File: src/hdl/assert_macros.svh
// Assertion macros shared by the circular peak picker RTL.
// No dependencies; the assertions drop out when SYNTHESIS is defined.
`ifndef ASSERT_MACROS_SVH
`define ASSERT_MACROS_SVH
`ifndef SYNTHESIS
// Checked only while out of reset.
`define CPP_ASSERT(lbl, clk, rstn, prop, msg) \
    lbl: assert property (@(posedge clk) disable iff (!rstn) (prop)) else $error(msg);
// Checked at every edge, reset included.
`define CPP_ASSERT_ALWAYS(lbl, clk, prop, msg) \
    lbl: assert property (@(posedge clk) (prop)) else $error(msg);
`else
`define CPP_ASSERT(lbl, clk, rstn, prop, msg)
`define CPP_ASSERT_ALWAYS(lbl, clk, prop, msg)
`endif
`endif

File: src/hdl/cpp_pkg.sv
// Package for the circular peak picker: field widths, register indexes,
// reset values, controller states and the controller/datapath interface types.
// No dependencies.
`default_nettype none

package cpp_pkg;

    localparam int ANGLE_BINS_DEF = 360;
    localparam int MAX_PEAKS_DEF  = 4;

    localparam int LEVEL_W     = 16;
    localparam int ANGLE_W     = 9;
    localparam int TOTAL_W     = 3;
    localparam int LIMIT_W     = 3;
    localparam int SEP_W       = 8;
    localparam int CFG_DATA_W  = 8;
    localparam int CFG_ADDR_W  = 1;
    localparam int OUT_TDATA_W = 16;
    localparam int OUT_PAD_W   = OUT_TDATA_W - ANGLE_W - TOTAL_W;

    localparam logic [LIMIT_W-1:0] PEAK_LIMIT_RST = 3'd1;
    localparam logic [SEP_W-1:0]   MIN_SEP_RST    = 8'd20;

    typedef enum logic [CFG_ADDR_W-1:0] {
        REG_PEAK_LIMIT     = 1'b0,
        REG_MIN_SEPARATION = 1'b1
    } cfg_reg_t;

    typedef enum logic [1:0] {
        ST_LOAD,
        ST_CHECK,
        ST_SCAN,
        ST_EMIT
    } cpp_state_t;

    typedef struct packed {
        logic load;        // store the accepted level
        logic last;        // the accepted level closes the spectrum
        logic scan_start;  // begin one pass over the store
        logic commit;      // insert the best candidate into the peak list
        logic emit_start;  // present the first result transaction
    } cpp_cmd_t;

    typedef struct packed {
        logic need_more;   // fewer peaks chosen than the limit
        logic scan_done;   // the pass has visited every bin
        logic have;        // the pass found a candidate
        logic emit_done;   // the last result transaction was taken
    } cpp_sts_t;

endpackage

`default_nettype wire

File: src/hdl/cpp_ctrl.sv
// Controller state machine of the circular peak picker: loading, pick rounds
// and result output. Depends on cpp_pkg.
`default_nettype none

module cpp_ctrl
    import cpp_pkg::*;
(
    input  wire logic     clk,
    input  wire logic     rst_n,
    input  wire logic     s_tvalid,
    input  wire logic     s_tlast,
    output logic          s_tready,
    input  wire cpp_sts_t sts,
    output cpp_cmd_t      cmd
);

    cpp_state_t state_reg;
    cpp_state_t state_next;

    always_ff @(posedge clk or negedge rst_n)
    begin
        if (!rst_n)
        begin
            state_reg <= ST_LOAD;
        end
        else
        begin
            state_reg <= state_next;
        end
    end

    always_comb
    begin
        state_next = state_reg;
        cmd        = '0;
        s_tready   = 1'b0;
        unique case (state_reg)
            ST_LOAD:
            begin
                s_tready = 1'b1;
                if (s_tvalid)
                begin
                    cmd.load = 1'b1;
                    cmd.last = s_tlast;
                    if (s_tlast)
                    begin
                        state_next = ST_CHECK;
                    end
                end
            end
            ST_CHECK:
            begin
                if (sts.need_more)
                begin
                    cmd.scan_start = 1'b1;
                    state_next     = ST_SCAN;
                end
                else
                begin
                    cmd.emit_start = 1'b1;
                    state_next     = ST_EMIT;
                end
            end
            ST_SCAN:
            begin
                if (sts.scan_done)
                begin
                    if (sts.have)
                    begin
                        cmd.commit = 1'b1;
                        state_next = ST_CHECK;
                    end
                    else
                    begin
                        cmd.emit_start = 1'b1;
                        state_next     = ST_EMIT;
                    end
                end
            end
            ST_EMIT:
            begin
                if (sts.emit_done)
                begin
                    state_next = ST_LOAD;
                end
            end
        endcase
    end

endmodule

`default_nettype wire

File: config.mk
export PLATFORM = sky130hd
export DESIGN_NAME = cpp_ctrl
export DESIGN_NICKNAME = d
export VERILOG_FILES = /design/src/hdl/assert_macros.svh /design/src/hdl/cpp_pkg.sv /design/src/hdl/cpp_ctrl.sv
export SDC_FILE = /design/constraint.sdc
export NUM_CORES = 1
export LEC_CHECK = 0
export ABC_AREA = 1
export BUFFER_PORTS_ARGS = -buffer_cell sky130_fd_sc_hd__buf_2
export CORE_AREA = 8 8 45 47
export DETAILED_ROUTE_END_ITERATION = 8
export DIE_AREA = 0 0 53 55
export SLEW_MARGIN = 15
export SYNTH_ARGS = -nofsm -noshare
export SYNTH_HDL_FRONTEND = slang
export SYNTH_SLANG_ARGS = --single-unit
File: constraint.sdc
create_clock -name clk -period 1.1 [get_ports clk]
set_input_delay 0.22 -clock clk [delete_from_list [all_inputs] [get_ports clk]]
set_output_delay 0.22 -clock clk [all_outputs]
set_load 0.01 [all_outputs]
==> results by group <==
Run status
  • Outcome: finished, violations left
  • Failing checks: setup timing

Layout
  • # diodes: 0
  • Final core occ: 0.436
  • Nets: 85
  • Fin cells: 87
  • Max reg flops: 2
  • Cell area after layout: 603 µm²
  • Area delta synth->final: 118%
  • Reg area: 51.3 µm²
  • Fillers: 150
  • Multi-input logic area: 277 µm²
  • Share of post-route cells with drive strength above 1: 0.662

Clock network
  • Clk sinks: 2
  • Root Driver: clkbuf_4
  • Clock buffer depth: 2
  • Clock Pin Slew Worst Setup and Hold Paths: 0.04 ns
  • CTS H-tree lvls: 1
  • CTS tree: built
  • Worst skew pair latency: 0.23 ns
  • CTS Buf Count: 3

Global routing
  • First-pass GRT wire length: 1300 µm
  • Largest net degree at the start of global routing: 6
  • Gr usage total: 0.0628
  • GR Overflow Total: 0
  • Antenna violations before repair: 0
  • Vias in the first global route: 334

Synth
  • Share of the synthesized area in the top cell type: 0.226
  • Post-synthesis cell type count: 13
  • YS warnings: 0
  • Post-synth top flop: dfrtp_1
  • Post-Syn Area per Cell: 6.43 µm²
  • Syn Nets: 56
  • Count leader, synth: nand2_1
  • Seq/Total Area, Yosys: 0.181
  • Ranking of synthesized cells by area: ha_1 23%, nand2_1 19%, dfrtp_1 18%
  • Synthesized cell area: 277 µm²
  • Area leader, netlist: ha_1
  • Synth async-reset ratio: 1.00
  • Cells after Synth: 43
  • Yosys reg bits: 2
  • Post-synth EDFFs: 0
  • Most common library cells after synthesis: 14 x nand2_1, 8 x inv_1, 5 x ha_1, 5 x nand3_1

Placement
  • Post-Place Cell Area: 449 µm²
  • DPL Wire Length: 588 µm
  • Global placement routability congestion: 0.720
  • Pre-CTS WS: -0.149 ns
  • Dpl cells: 78
  • PortBufs: 13

Drt
  • Routed len/inst: 9.85 µm
  • Residual DRC count: 0
  • ANT nets after route: 0
  • DR vias/cell: 4.08
  • Iter 0 DRT Violations: 2
  • Total routed wirelength: 857 µm
  • First-pass DRT Iterations: 2
  • Via Count: 355

Pwr
  • Switching Share: 0.413
  • Power Density: 2640 nW/µm²
  • Switching pwr: 657 µW
  • Pleak: 0.324 nW
  • Logic gate share of total power: 0.769
  • Sequential Power Share: 0.111
  • Internal Dissipation: 935 µW
  • Clk pwr share: 0.120
  • Peak VDD IR: 0.792 mV

STA
  • Maximum clock skew at final layout: 0.00700 ns
  • Relative slew slack: 0.884
  • Final worst-path cycle share: 1.36
  • PnR worst setup slack: -0.394 ns
  • Pins Over Slew Limit: 0
  • RSZ-0062 raised after global routing: true
  • Final Hold Viols: 0
  • Minimum clock period: 1.49 ns
  • Final setup viols: 8
  • Max frequency: 0.670 GHz
  • Worst-margin pin slew: 0.175 ns

Die
  • Row count: 14
  • Initial Util: 0.200
  • Die footprint: 2920 µm²
  • Die width: 53 µm
  • CORE AREA: 1380 µm²
  • IO Pins: 14
  • Die height: 55 µm

Worst setup path
  • Setup crit start kind: flip-flop
  • Crit end category: primary output
  • CP max FO: 5
  • Setup slack, reg-to-reg: -0.20 ns
  • Worst Setup Path Type: flip-flop to primary output
  • CP required: 0.88 ns
  • Crit path DAT: 1.27 ns

Run
  • MaxCap Viol Count: 0

Hold path
  • Worst hold path class: input pin to asynchronous set/reset pin
layout make-up:
cell class | instances | share of cell area
Sequential cell | 2 | 0.0851
Tap cell | 16 | 0.0332
Inverter | 9 | 0.0643
Multi-Input combinational cell | 32 | 0.459
Timing Repair Buffer | 24 | 0.315
Clock buffer | 4 | 0.0436
metrics by stage:
stage / power, mW / hold slack [ns] / TNS [ns]
6_report: 1.59 / 0.301 / -2.29
5_1_grt: 1.73 / 0.296 / -2.77
4_1_cts: 1.39 / 0.291 / -2.20
3_5_place_dp: 0.993 / 0.0107 / -0.725
3_3_place_gp: 0.986 / 0.00886 / -0.669
2_1_floorplan: 0.688 / -0.0756 / -0.0713
layout by cell type, fill, tap and decap left out, types with 2 or more instances in the layout:
cell	n
nand3_1	4
nand2_2	2
inv_1	4
clkbuf_4	3
nand2_1	11
buf_4	5
buf_6	6
nor2_2	2
inv_4	2
nand2_4	3
buf_2	11
ha_4	3
inv_2	3
logic make-up (layout without fill, tap and decap cells):
group                    Yosys count  after routing  share of synthesized area
AND/OR/NAND/NOR                   24             24                      0.394
flip-flops                         2              2                      0.181
adder cells (fa/ha/maj)            5              5                      0.226
AO/OA/AOI/OAI                      3              3                     0.0769
buffers and inverters              9             37                      0.122
critical path, stage by stage, from the launching register on:
cell	delay, ns
dfrtp_2	0.46
inv_4	0.11
ha_4	0.20
a21boi_2	0.14
buf_2	0.13
worst paths after layout:
check                              from      endpoint  cells past startpoint
max                        state_reg[1]        cmd[0]                      4
max in group asynchronous         rst_n  state_reg[1]                      2
max reg2reg                state_reg[1]  state_reg[0]                      8
min in group clk                s_tlast  state_reg[1]                      5
min                               rst_n  state_reg[1]                      2
min reg2reg                state_reg[0]  state_reg[0]                      3
power groups by stage:
stage	sequential [mW]	clock, mW	combinational, mW
after floorplan	0.176	0	0.512
after detailed placement	0.173	0	0.820
after global routing	0.184	0.211	1.34
after CTS	0.168	0.203	1.02
final	0.177	0.191	1.22
after global placement	0.171	0	0.816
repair_timing:
action	in CTS	in global routing
buffers inserted	3	1
endpoints found under the hold margin	2	0
hold buffers	1	0
pin swaps	2	10
gates resized for setup	3	15
endpoints found under the setup margin	8	8
layer usage:
layer | wire length (µm) | part of all wire | global-route usage | up-vias
met5 | 0 | 0 | 0 | -
met4 | 21 | 0.025 | 0.0517 | 0
met3 | 58 | 0.068 | 0.0267 | 2
met2 | 430 | 0.50 | 0.102 | 11
met1 | 348 | 0.41 | 0.0623 | 155
li1 | - | - | - | 187
Note: power is estimated with default switching activity, not from simulation.
